File: src/rtl/frbt_pkg.sv
// Shared types and constants of the fragment reassembly bitmap tracker.
package frbt_pkg;

  // Input command codes.
  typedef enum logic [1:0] {
    CMD_FRAGMENT = 2'd0,
    CMD_SYNC     = 2'd1,
    CMD_TICK     = 2'd2
  } cmd_t;

  // Result status codes.
  typedef enum logic [2:0] {
    STAT_STORED    = 3'd0,
    STAT_IGNORED   = 3'd1,
    STAT_FRAG_ERR  = 3'd2,
    STAT_NOT_REQ   = 3'd3,
    STAT_UNKNOWN   = 3'd4,
    STAT_NEED_MORE = 3'd5,
    STAT_ACK       = 3'd6,
    STAT_EXPIRED   = 3'd7
  } status_t;

  // Sequencer states.
  typedef enum logic [2:0] {
    S_IDLE,
    S_FILL,
    S_READ,
    S_RMW,
    S_RESP,
    S_STREAM
  } state_t;

  // One result word.
  typedef struct packed {
    status_t     status;
    logic [4:0]  byte_index;
    logic [7:0]  map_byte;
    logic [5:0]  map_bytes;
    logic        last;
  } result_t;

  // Result word handed to the output register.
  typedef struct packed {
    logic    valid;
    result_t res;
  } res_push_t;

  localparam logic [15:0] IDLE_TIMEOUT_RST = 16'd1000;

endpackage

File: src/rtl/fragment_reassembly_bitmap_tracker.sv
// Top level of the fragment reassembly bitmap tracker with its output register.
// Tracks one transfer's missing-fragment map in a single-port-write, one-read
// memory of (MAX_FRAGMENTS+7)/8 bytes. A fragment for an open context passes through
// read, modify-write and response, the read issued as the item is accepted; a fragment
// that opens a context first fills every map byte and then reads. A sync that
// finds missing fragments streams one map byte per cycle while the output register
// can take it, paced by the memory read port; other syncs, errors and expiring
// ticks go straight to the response, and a tick that causes no result leaves it idle. Results
// sit in an output register, so a new word is taken while the previous result waits
// downstream. Map bytes need no clearing after reset; opening a context writes them.
module fragment_reassembly_bitmap_tracker #(
  parameter int MAX_FRAGMENTS = 256
) (
  input  logic        clk,
  input  logic        rst,
  input  logic        cfg_valid,
  output logic        cfg_ready,
  input  logic [15:0] cfg_data,
  input  logic        in_valid,
  output logic        in_ready,
  input  logic [1:0]  command,
  input  logic [15:0] frag_total,
  input  logic [15:0] sequence_req,
  input  logic        label_requested,
  output logic        out_valid,
  input  logic        out_ready,
  output logic [2:0]  status,
  output logic [4:0]  byte_index,
  output logic [7:0]  map_byte,
  output logic [5:0]  map_bytes,
  output logic        last
);

  import frbt_pkg::*;

  localparam int MAP_BYTES = (MAX_FRAGMENTS + 7) / 8;
  localparam int AW        = (MAP_BYTES > 1) ? $clog2(MAP_BYTES) : 1;

  logic          slot_free;
  logic          ram_re;
  logic [AW-1:0] ram_raddr;
  logic          ram_we;
  logic [AW-1:0] ram_waddr;
  logic [7:0]    ram_wdata;
  logic [7:0]    ram_q;
  res_push_t     push;
  result_t       out_res;

  assign cfg_ready = 1'b1;
  assign slot_free = !out_valid || out_ready;

  frbt_ctrl #(
    .MAX_FRAGMENTS(MAX_FRAGMENTS)
  ) u_ctrl (
    .clk            (clk),
    .rst            (rst),
    .cfg_valid      (cfg_valid),
    .cfg_data       (cfg_data),
    .in_valid       (in_valid),
    .in_ready       (in_ready),
    .command        (command),
    .frag_total     (frag_total),
    .sequence_req   (sequence_req),
    .label_requested(label_requested),
    .slot_free      (slot_free),
    .ram_re         (ram_re),
    .ram_raddr      (ram_raddr),
    .ram_we         (ram_we),
    .ram_waddr      (ram_waddr),
    .ram_wdata      (ram_wdata),
    .ram_q          (ram_q),
    .push           (push)
  );

  frbt_map_ram #(
    .DEPTH(MAP_BYTES),
    .AW   (AW)
  ) u_map_ram (
    .clk  (clk),
    .we   (ram_we),
    .waddr(ram_waddr),
    .wdata(ram_wdata),
    .re   (ram_re),
    .raddr(ram_raddr),
    .q    (ram_q)
  );

  // Hold the result word until taken
  always_ff @(posedge clk) begin
    if (rst) begin
      out_valid <= 1'b0;
    end else if (push.valid) begin
      out_valid <= 1'b1;
    end else if (out_ready) begin
      out_valid <= 1'b0;
    end
  end

  always_ff @(posedge clk) begin
    if (push.valid) begin
      out_res <= push.res;
    end
  end

  assign status     = out_res.status;
  assign byte_index = out_res.byte_index;
  assign map_byte   = out_res.map_byte;
  assign map_bytes  = out_res.map_bytes;
  assign last       = out_res.last;

endmodule

File: src/rtl/frbt_map_ram.sv
// Missing-map memory: one write port, one read port with registered data.
module frbt_map_ram #(
  parameter int DEPTH = 32,
  parameter int AW    = 5
) (
  input  logic          clk,
  input  logic          we,
  input  logic [AW-1:0] waddr,
  input  logic [7:0]    wdata,
  input  logic          re,
  input  logic [AW-1:0] raddr,
  output logic [7:0]    q
);

  logic [7:0] mem [DEPTH];

  // Write one byte
  always_ff @(posedge clk) begin
    if (we) begin
      mem[waddr] <= wdata;
    end
  end

  // Read one byte, hold data when not reading
  always_ff @(posedge clk) begin
    if (re) begin
      q <= mem[raddr];
    end
  end

endmodule

File: src/rtl/frbt_ctrl.sv
// Context registers and sequencer that drive the missing-map memory.
module frbt_ctrl #(
  parameter  int MAX_FRAGMENTS = 256,
  localparam int MAP_BYTES     = (MAX_FRAGMENTS + 7) / 8,
  localparam int AW            = (MAP_BYTES > 1) ? $clog2(MAP_BYTES) : 1
) (
  input  logic                clk,
  input  logic                rst,
  input  logic                cfg_valid,
  input  logic [15:0]         cfg_data,
  input  logic                in_valid,
  output logic                in_ready,
  input  logic [1:0]          command,
  input  logic [15:0]         frag_total,
  input  logic [15:0]         sequence_req,
  input  logic                label_requested,
  input  logic                slot_free,
  output logic                ram_re,
  output logic [AW-1:0]       ram_raddr,
  output logic                ram_we,
  output logic [AW-1:0]       ram_waddr,
  output logic [7:0]          ram_wdata,
  input  logic [7:0]          ram_q,
  output frbt_pkg::res_push_t push
);

  import frbt_pkg::*;

  localparam int CW = $clog2(MAX_FRAGMENTS + 1);
  localparam int NW = $clog2(MAP_BYTES + 1);

  state_t         state, state_next;
  logic           ctx_open, ctx_open_next;
  logic           done, done_next;
  logic [CW-1:0]  frag_count, frag_count_next;
  logic [CW-1:0]  missing, missing_next;
  logic [15:0]    idle_ticks, idle_ticks_next;
  logic [15:0]    idle_timeout;
  logic [AW-1:0]  idx, idx_next;
  logic [AW+2:0]  seq, seq_next;
  result_t        resp, resp_next;

  logic           accept;
  logic [CW:0]    count_plus7;
  logic [NW-1:0]  n_bytes;
  logic [NW-1:0]  n_last;
  logic           idx_last;
  logic           bad_ann;
  logic           seq_ok;
  logic           frag_open;
  logic           frag_rmw;
  logic           sync_stream;
  logic           tick_live;
  logic           tick_expire;
  logic [15:0]    idle_inc;
  logic [2:0]     bit_sel;
  logic [7:0]     fill_data;

  // Decode the current item against the context
  assign accept      = in_valid & in_ready;
  assign count_plus7 = {1'b0, frag_count} + (CW+1)'(7);
  assign n_bytes     = NW'(count_plus7 >> 3);
  assign n_last      = n_bytes - NW'(1);
  assign idx_last    = (NW'(idx) == n_last);
  assign bad_ann     = (frag_total == 16'd0) || (sequence_req >= frag_total) ||
                       (frag_total > 16'(MAX_FRAGMENTS));
  assign seq_ok      = sequence_req < 16'(frag_count);
  assign frag_open   = !bad_ann && !ctx_open && label_requested;
  assign frag_rmw    = !bad_ann && ctx_open && !done && seq_ok;
  assign sync_stream = ctx_open && (missing != '0);
  assign tick_live   = ctx_open && !done;
  assign idle_inc    = (idle_ticks != 16'hffff) ? idle_ticks + 16'd1 : idle_ticks;
  assign tick_expire = tick_live && (idle_inc >= idle_timeout);
  assign bit_sel     = seq[2:0];

  // Last map byte keeps only the bits of announced fragments
  assign fill_data = (idx_last && (frag_count[2:0] != 3'd0)) ?
                     (8'h7f >> (3'd7 - frag_count[2:0])) : 8'hff;

  // Next state
  always_comb begin
    state_next = state;
    case (state)
      S_IDLE: begin
        if (accept) begin
          case (command)
            CMD_FRAGMENT: begin
              if (frag_open) begin
                state_next = S_FILL;
              end else if (frag_rmw) begin
                state_next = S_RMW;
              end else begin
                state_next = S_RESP;
              end
            end
            CMD_SYNC: state_next = sync_stream ? S_STREAM : S_RESP;
            CMD_TICK: state_next = tick_expire ? S_RESP : S_IDLE;
            default:  state_next = S_IDLE;
          endcase
        end
      end
      S_FILL:   if (idx_last) state_next = S_READ;
      S_READ:   state_next = S_RMW;
      S_RMW:    state_next = S_RESP;
      S_RESP:   if (slot_free) state_next = S_IDLE;
      S_STREAM: if (slot_free && idx_last) state_next = S_IDLE;
      default:  state_next = S_IDLE;
    endcase
  end

  // Memory accesses, handshake and result words
  always_comb begin
    in_ready  = (state == S_IDLE);
    ram_re    = 1'b0;
    ram_raddr = '0;
    ram_we    = 1'b0;
    ram_waddr = '0;
    ram_wdata = '0;
    push      = '0;
    case (state)
      S_IDLE: begin
        if (accept && (command == CMD_FRAGMENT) && frag_rmw) begin
          ram_re    = 1'b1;
          ram_raddr = sequence_req[AW+2:3];
        end
        if (accept && (command == CMD_SYNC) && sync_stream) begin
          ram_re = 1'b1;
        end
      end
      S_FILL: begin
        ram_we    = 1'b1;
        ram_waddr = idx;
        ram_wdata = fill_data;
      end
      S_READ: begin
        ram_re    = 1'b1;
        ram_raddr = seq[AW+2:3];
      end
      S_RMW: begin
        ram_we    = 1'b1;
        ram_waddr = seq[AW+2:3];
        ram_wdata = ram_q & ~(8'h01 << bit_sel);
      end
      S_RESP: begin
        push.valid = slot_free;
        push.res   = resp;
      end
      S_STREAM: begin
        push.valid          = slot_free;
        push.res.status     = STAT_NEED_MORE;
        push.res.byte_index = 5'(idx);
        push.res.map_byte   = ram_q;
        push.res.map_bytes  = 6'(n_bytes);
        push.res.last       = idx_last;
        // fetch the next byte while this one goes out
        if (slot_free && !idx_last) begin
          ram_re    = 1'b1;
          ram_raddr = idx + AW'(1);
        end
      end
      default: begin
        in_ready = 1'b0;
      end
    endcase
  end

  // Context updates
  always_comb begin
    ctx_open_next   = ctx_open;
    done_next       = done;
    frag_count_next = frag_count;
    missing_next    = missing;
    idle_ticks_next = idle_ticks;
    idx_next        = idx;
    seq_next        = seq;
    resp_next       = resp;
    case (state)
      S_IDLE: begin
        if (accept) begin
          seq_next       = sequence_req[AW+2:0];
          resp_next      = '0;
          resp_next.last = 1'b1;
          case (command)
            CMD_FRAGMENT: begin
              if (bad_ann) begin
                resp_next.status = STAT_FRAG_ERR;
              end else if (!ctx_open) begin
                if (!label_requested) begin
                  resp_next.status = STAT_NOT_REQ;
                end else begin
                  // open a context with every fragment missing
                  ctx_open_next   = 1'b1;
                  done_next       = 1'b0;
                  idle_ticks_next = '0;
                  frag_count_next = frag_total[CW-1:0];
                  missing_next    = frag_total[CW-1:0];
                  idx_next        = '0;
                  resp_next.status = STAT_STORED;
                end
              end else if (done) begin
                resp_next.status = STAT_IGNORED;
              end else if (!seq_ok) begin
                resp_next.status = STAT_FRAG_ERR;
              end else begin
                idle_ticks_next  = '0;
                resp_next.status = STAT_STORED;
              end
            end
            CMD_SYNC: begin
              if (!ctx_open) begin
                resp_next.status = STAT_UNKNOWN;
              end else begin
                idle_ticks_next = '0;
                idx_next        = '0;
                if (!sync_stream) begin
                  done_next           = 1'b1;
                  resp_next.status    = STAT_ACK;
                  resp_next.map_bytes = 6'(n_bytes);
                end
              end
            end
            CMD_TICK: begin
              if (tick_live) begin
                if (tick_expire) begin
                  ctx_open_next    = 1'b0;
                  idle_ticks_next  = '0;
                  resp_next.status = STAT_EXPIRED;
                end else begin
                  idle_ticks_next = idle_inc;
                end
              end
            end
            default: begin
              seq_next = seq;
            end
          endcase
        end
      end
      S_FILL: begin
        idx_next = idx + AW'(1);
      end
      S_RMW: begin
        // count the fragment only if its bit was still set
        if (ram_q[bit_sel]) begin
          missing_next = missing - CW'(1);
        end
      end
      S_STREAM: begin
        if (slot_free && !idx_last) begin
          idx_next = idx + AW'(1);
        end
      end
      default: begin
        idx_next = idx;
      end
    endcase
  end

  // Control registers
  always_ff @(posedge clk) begin
    if (rst) begin
      state        <= S_IDLE;
      ctx_open     <= 1'b0;
      done         <= 1'b0;
      frag_count   <= '0;
      missing      <= '0;
      idle_ticks   <= '0;
      idle_timeout <= IDLE_TIMEOUT_RST;
    end else begin
      state      <= state_next;
      ctx_open   <= ctx_open_next;
      done       <= done_next;
      frag_count <= frag_count_next;
      missing    <= missing_next;
      idle_ticks <= idle_ticks_next;
      if (cfg_valid) begin
        idle_timeout <= cfg_data;
      end
    end
  end

  // Payload registers
  always_ff @(posedge clk) begin
    idx  <= idx_next;
    seq  <= seq_next;
    resp <= resp_next;
  end

endmodule

File: config.mk
export PLATFORM = sky130hd
export DESIGN_NAME = fragment_reassembly_bitmap_tracker
export DESIGN_NICKNAME = d
export VERILOG_FILES = /design/src/rtl/frbt_pkg.sv /design/src/rtl/fragment_reassembly_bitmap_tracker.sv /design/src/rtl/frbt_map_ram.sv /design/src/rtl/frbt_ctrl.sv
export SDC_FILE = /design/constraint.sdc
export NUM_CORES = 1
export LEC_CHECK = 0
export ABC_AREA = 1
export BUFFER_PORTS_ARGS = -buffer_cell sky130_fd_sc_hd__buf_4
export CAP_MARGIN = 20
export CORE_MARGIN = 3
export CORE_UTILIZATION = 30
export CTS_CLUSTER_DIAMETER = 150
export DETAILED_ROUTE_END_ITERATION = 10
export PLACE_DENSITY = 0.5
export SYNTH_ARGS = -nofsm -noshare
export SYNTH_HDL_FRONTEND = slang
export SYNTH_SLANG_ARGS = --single-unit
File: constraint.sdc
create_clock -name clk -period 3.9 [get_ports clk]
set_clock_uncertainty 0.1 [all_clocks]
set_input_delay 0.78 -clock clk [delete_from_list [all_inputs] [get_ports clk]]
set_output_delay 0.78 -clock clk [all_outputs]
set_load 0.1 [all_outputs]
# Word level (Yosys, flattened, before mapping)
# Memories as Yosys holds them, arrays and structs flattened. A register that Yosys moved wholly into a read port is not among the register bits.
# Cells that the tools add are included.
dict set report classes {
  addsub 6
  magnitude_cmp 5
  eq_ne 34
  shift 2
  mux 76
  bitwise_logic 6
  n_reduce_logical 46
}
# cell count
set op_table {}
lappend op_table {{16-bit 2-to-1 mux} 9}
lappend op_table {{9-bit 2-to-1 mux} 6}
lappend op_table {{16-bit one-hot mux with 3 select lines} 1}
lappend op_table {{24-bit one-hot mux with 2 select lines} 1}
lappend op_table {{3-bit 2-to-1 mux} 14}
lappend op_table {{5-bit 2-to-1 mux} 8}
lappend op_table {{16-bit >= comparator} 2}
lappend op_table {{5-bit one-hot mux with 3 select lines} 2}
lappend op_table {{1-bit 2-to-1 mux} 21}
lappend op_table {{5-bit one-hot mux with 2 select lines} 2}
lappend op_table {{2-bit by 1-bit inequality test with 1-bit output, second input constant} 9}
lappend op_table {{3-bit inequality test, second input constant} 6}
lappend op_table {{3-bit one-hot mux with 3 select lines} 2}
lappend op_table {{3-bit one-hot mux with 6 select lines} 1}
lappend op_table {{9-bit one-hot mux with 2 select lines} 1}
lappend op_table {{16-bit by 1-bit adder with 16-bit output, second input constant} 1}
lappend op_table {{16-bit by 9-bit greater-than comparator with 1-bit output, second input constant} 1}
lappend op_table {{16-bit logical NOT} 1}
lappend op_table {{16-bit by 9-bit less-than comparator with 1-bit output} 1}
lappend op_table {{16-bit inequality test, second input constant} 1}
lappend op_table {{2-bit inequality test, second input constant} 8}
lappend op_table {{8-bit one-hot mux with 2 select lines} 1}
lappend op_table {{8-bit AND reduction} 2}
lappend op_table {{1-bit logical AND} 15}
lappend op_table {{other kinds (39)} 59}
dict set report totals {
  register_bits 101
  mem_bits_rw 256
  input_bits 56
  word_cells 193
  mem_count 1
}
# name depth width rd rd_clocked_by_memory_dff wr line
set mem_list {}
lappend mem_list {u_map_ram.mem 32 8 1 1 1 frbt_map_ram.sv:15} ;# logic [7:0] mem [DEPTH];

# Logic depth before layout (Yosys ltp)
dict set report depth {
  ltp_word 12
  mapped_depth 27
  ltp_nobuf 25
}

# By module
# Synthesis repeated with hierarchy kept, for this count alone.
dict set report unflattened {
  cells_unflattened 1804
  hier_area_um2 17413.0
}
# mod instances cells_each area_each_um2 seq_area_each_um2
set by_module_without_submodules {}
lappend by_module_without_submodules {frbt_map_ram 1 922 10866.7 7927.6}
lappend by_module_without_submodules {frbt_ctrl 1 852 5801.8 1761.7}
lappend by_module_without_submodules {fragment_reassembly_bitmap_tracker 1 30 744.5 710.7}

# Worst setup path after synthesis
# No wires, ideal clock.
dict set report synth_timing {
  kind {reg2reg}
  from {register u_ctrl.state[2]}
  to {register u_ctrl.idle_ticks[10]}
  setup_ns 0.070
  arrival_ns 3.707
  slack_ns 0.023
  stages_incl_launch_ff 13
  path_cell_list {dfxtp_1 -> nor2_1 -> inv_1 -> nor2_2 -> inv_1 -> nor2_2 -> inv_1 -> a21oi_1 -> nand4_2 -> nor3_2 -> buf_2 -> nand2_1 -> a21oi_1}
}
dict set report synth_via {
  elab_chain_cells 4
}
# item line
set synth_rtl {}
lappend synth_rtl {{start: declaration} frbt_ctrl.sv:32} ;# state_t state, state_next;
lappend synth_rtl {{start signal: assignment} frbt_ctrl.sv:270} ;# state <= state_next;
lappend synth_rtl {{3-bit logical NOT} {frbt_ctrl.sv:113, frbt_ctrl.sv:120}}
lappend synth_rtl {{1-bit 2-to-1 mux} frbt_ctrl.sv:120} ;# case (state)
lappend synth_rtl {{named net in_ready} fragment_reassembly_bitmap_tracker.sv:20} ;# output logic in_ready,
lappend synth_rtl {{1-bit AND} frbt_ctrl.sv:60} ;# assign accept = in_valid & in_ready;
lappend synth_rtl {{9-bit AND reduction (no source line)} -}
lappend synth_rtl {{end signal: assignment} frbt_ctrl.sv:275} ;# idle_ticks <= idle_ticks_next;
lappend synth_rtl {{end: declaration} frbt_ctrl.sv:37} ;# logic [15:0] idle_ticks, idle_ticks_next;
# The timed path passes the listed nets, and every way through them passes these cells.
# A chain may end at the register's enable or synchronous reset.

# Final worst setup path
dict set report layout_timing {
  from {register u_ctrl.frag_count[2]}
  to {register u_map_ram.q[5], read port of u_map_ram.mem, data pin}
}
dict set report layout_via {
  elab_chain_cells 7
  word_cells_on_any_way 15
  classes_between {add/sub: 2; order compare: 1; eq/ne: 1; mux: 7; reduce/logical: 4}
}
# item line
set layout_rtl {}
lappend layout_rtl {{start: declaration} frbt_ctrl.sv:35} ;# logic [CW-1:0] frag_count, frag_count_next;
lappend layout_rtl {{start signal: assignment} frbt_ctrl.sv:273} ;# frag_count <= frag_count_next;
lappend layout_rtl {{9-bit by 3-bit adder with 9-bit output} frbt_ctrl.sv:61} ;# assign count_plus7 = {1'b0, frag_count} + (CW+1)'(7);
lappend layout_rtl {{6-bit by 1-bit subtractor with 6-bit output} frbt_ctrl.sv:63} ;# assign n_last = n_bytes - NW'(1);
lappend layout_rtl {{5-bit by 6-bit equality test with 1-bit output} frbt_ctrl.sv:64} ;# assign idx_last = (NW'(idx) == n_last);
lappend layout_rtl {{1-bit logical NOT} frbt_ctrl.sv:156} ;# if (slot_free && !idx_last) begin
lappend layout_rtl {{1-bit logical AND} frbt_ctrl.sv:156}
lappend layout_rtl {{5-bit 2-to-1 mux or 1-bit 2-to-1 mux (tied branches)} frbt_ctrl.sv:156}
lappend layout_rtl {{5-bit one-hot mux with 3 select lines or 1-bit one-hot mux with 3 select lines (tied branches)} frbt_ctrl.sv:120}
lappend layout_rtl {{end: declaration} frbt_map_ram.sv:12} ;# output logic [7:0] q
# Parallel ways exist; a longest one is shown, timed or not.

==> key figures <==
Clock tree
  – CTS tree: yes
  – Post-CTS Setup Inserts: 0
  – Clock root buffer: clkbuf_16
  – Clk_lat worst skew: 580 ps
  – CTS Buf Count: 43
  – Clock sinks: 365
  – Clk buf depth: 3
  – Clock slew at reported path FFs: 60 ps
  – CTS H-tree depth: 2

Global route
  – First-pass GRT wire length: 82940 um
  – Vias in the first global route: 14.07k
  – Tot GR Track Use: 16.61%
  – Grt total ovfl: 0
  – Initial antenna violation count: 0
  – Pin count of the biggest net entering global routing: 67

Placed design
  – Final GP Congestion: 0.8571
  – Cells after DPL: 2910
  – PortBufs: 80
  – Post-detail-place hpwl: 36240 um

Critical path
  – Reg2reg path depth: 21
  – Worst-path maximum fanout: 64
  – RR Endpoint: u_map_ram.q[5]
  – CP Launch Type: flip-flop
  – Crit path kind: reg -> reg
  – Critical Path Slowest Stage Cell: dfxtp_1
  – Crit path capture type: flip-flop
  – R2R setup slack: 230 ps
  – WP data arrival: 3890 ps
  – Critical path cell sequence: inv_1 > nand2_1 > o21ai_1 > nand2_2 > ha_1 > xor2_1 > o21ai_0 > a21oi_1 > nand3_1 > nor2_1 > nand2_2 > buf_4 > nand4_4 > buf_12 > nand4_1 > nand3_1 > nand3_1 > nand3_1 > nand2_1 > nand2_1 > nand2_1
  – RR Startpoint: u_ctrl.frag_count[2]
  – Highest cell delay on the worst timing path: 370 ps
  – End point of the critical path: u_map_ram.q[5]
  – CP startpoint: u_ctrl.frag_count[2]
  – WP data required: 4120 ps

Routing
  – Pre-antenna DRT Iters: 6
  – Routed length per instance: 18.13 um
  – Final WL: 54150 um
  – Via density: 4.879
  – Initial detailed-routing violation count: 1342
  – Via Count: 14.58k
  – Drc violations: 0
  – Antenna-violating nets left: 0

Worst hold path
  – Hold Path Class: in -> reg

Synth
  – FFs w/ async S/R, synth: 0%
  – Yosys warns: 0
  – Post-synthesis cell count: 2041
  – Register area share after synthesis: 56.38%
  – Average size of a mapped cell: 9.037 um2
  – Post-synth EDFFs: 309
  – Top-area cell type share of the netlist area: 50.31%
  – Library cells used by synthesis: 48
  – Syn Std Cell Area: 18450 um2
  – Post-synth top flop: edfxtp_1
  – Main area contributors after synthesis: edfxtp_1, nand2_1, inv_1
  – Net Count, Synth: 2141
  – Yosys top cell by area: edfxtp_1
  – Synth Register Bits: 365

Job
  – Max Cap Viol: 0

STA
  – RSZ-0062 raised after global routing: false
  – Final worst path period share: 94.04%
  – Final hold violation count: 0
  – Worst-Margin Slew: 984.9 ps
  – Tmin final: 3667 ps
  – Max-slew headroom: 34.10%
  – Hold WS: 329.0 ps
  – Slew Limit Fails: 0
  – Final setup vio count: 0
  – F_max: 272.7 MHz

Floorplanning
  – Overall die area: 64500 um2
  – Initial Util: 30.45%
  – Core ar.: 60580 um2
  – # rows: 90
  – # IOs: 82
  – Die height: 254.0 um
  – Die W: 254.0 um

Layout
  – Most common cell after layout, fill and taps aside: nand2_1
  – Filler instances: 6192
  – Fin cells: 2987
  – Multi-input gate area: 6275 um2
  – Layout cell share with drive strength beyond 1: 13.52%
  – Register area: 10400 um2
  – Commonest cells after routing, fill and taps aside: nand2_1, inv_1, edfxtp_1
  – Final-stage net count: 2273
  – Area growth syn-to-layout: 19.54%

Power
  – Worst ir drop on vdd: 0.0002431 V
  – Final total power: 10.21 mW
  – Power Density: 463.0 nW/um2
  – Lkg Pwr: 9.408 nW

Status
  – Status: completed
==> worst min path at each step <==
stage | start | to | slack, ps | cells past startpoint
6_report | sequence_req[0] | u_ctrl.seq[0] | 330 | 1
5_1_grt | sequence_req[0] | u_ctrl.seq[0] | 310 | 1
4_1_cts | cfg_data[8] | u_ctrl.idle_timeout[8] | 300 | 3
3_5_place_dp | u_ctrl.idle_timeout[4] | u_ctrl.idle_timeout[4] | 360 | 2
3_3_place_gp | u_ctrl.idle_ticks[9] | u_ctrl.idle_ticks[9] | 350 | 2
2_1_floorplan | u_ctrl.idle_timeout[15] | u_ctrl.idle_timeout[15] | 330 | 2
==> stage by stage <==
step                worst slack, ps  area [um2]  TNS [ps]  util [%]
global placement             -179.7       20640     -1181     34.07
finish                        232.6       22050         0     36.40
CTS                           33.01       22000         0     36.32
global route                  9.015       22050         0     36.39
detailed placement           -209.6       20640     -1258     34.07
floorplan                     22.73       18450         0         -
==> registers in the layout (all words and copies together), names as in the netlist, 5 cells and up <==
| signal | cells |
|---|---|
| u_ctrl.seq | 8 |
| map_bytes | 6 |
| u_ctrl.idx | 5 |
| u_map_ram.mem | 256 |
| u_ctrl.idle_timeout | 16 |
| u_map_ram.q | 8 |
| u_ctrl.frag_count | 9 |
| map_byte | 8 |
| u_ctrl.resp | 9 |
| u_ctrl.idle_ticks | 16 |
| byte_index | 5 |
| u_ctrl.missing | 9 |
==> kinds of logic (layout without fill, tap and decap cells) <==
logic type | Yosys count | count (layout) | share of synthesized area (%)
buf+inv | 479 | 642 | 10.27
fa+ha+maj | 44 | 44 | 2.985
simple gates | 942 | 942 | 23.63
flops | 365 | 365 | 56.38
xor+xnor | 13 | 13 | 0.6173
other cells | 1 | 2 | 0.02033
compound gates | 197 | 197 | 6.098
==> repair_timing <==
action	CTS	global route
resized for setup	0	11
setup endpoints to repair	0	28
hold buffers	0	0
endpoints found under the hold margin	0	0
==> synth_stat cells, types with 2 or more instances <==
cell type,number
o31ai_1,2
nor3_1,15
o22ai_1,7
dfxtp_1,56
o221ai_1,2
nand2_2,8
nand4_1,145
edfxtp_1,309
clkbuf_1,48
a22oi_1,4
inv_1,371
nand2_4,2
buf_2,38
nor4_1,5
o211ai_1,2
xnor2_1,4
nor2_1,124
o21ai_1,3
nor2_4,2
nand2_1,374
inv_2,9
a21oi_1,66
buf_1,3
buf_4,7
a21o_1,2
a31oi_1,3
o21a_1,4
o21ai_0,77
nand4_2,2
a211oi_1,16
nand3_1,258
xor2_1,9
buf_6,3
ha_1,44
nor2_2,4
==> layout make-up <==
cell class / instances / area share [%]
well taps: 782 / 4.437
multi-input cells: 1197 / 28.46
diodes: 1 / 0.01135
repair buffers: 186 / 7.258
clock inverters: 26 / 1.101
clock buffers: 50 / 5.090
inverters: 380 / 6.469
flip-flops and latches: 365 / 47.18
==> power breakdown <==
part	switching [mW]	internal, mW
clock	1.67	2.27
sequential	0.0708	4.53
combinational	1.21	0.458
==> worst max-delay path: cells and delay by family, from the launching register on <==
| family | cells | cell delay (ps) |
|---|---|---|
| simple gates | 13 | 1450 |
| buf+inv | 3 | 550 |
| compound gates | 3 | 420 |
| flops | 1 | 370 |
| fa+ha+maj | 1 | 310 |
| xor+xnor | 1 | 150 |
==> layer usage <==
| layer | global-route usage (%) | part of all wire [%] | vias to the layer above |
|---|---|---|---|
| met5 | 0 | 0 | - |
| met4 | 4.554 | 2.1 | 0 |
| met3 | 2.569 | 5.1 | 77 |
| met2 | 26.79 | 47 | 352 |
| met1 | 23.24 | 46 | 6973 |
| li1 | - | - | 7173 |
No activity file was read; power rests on OpenSTA's default activity.
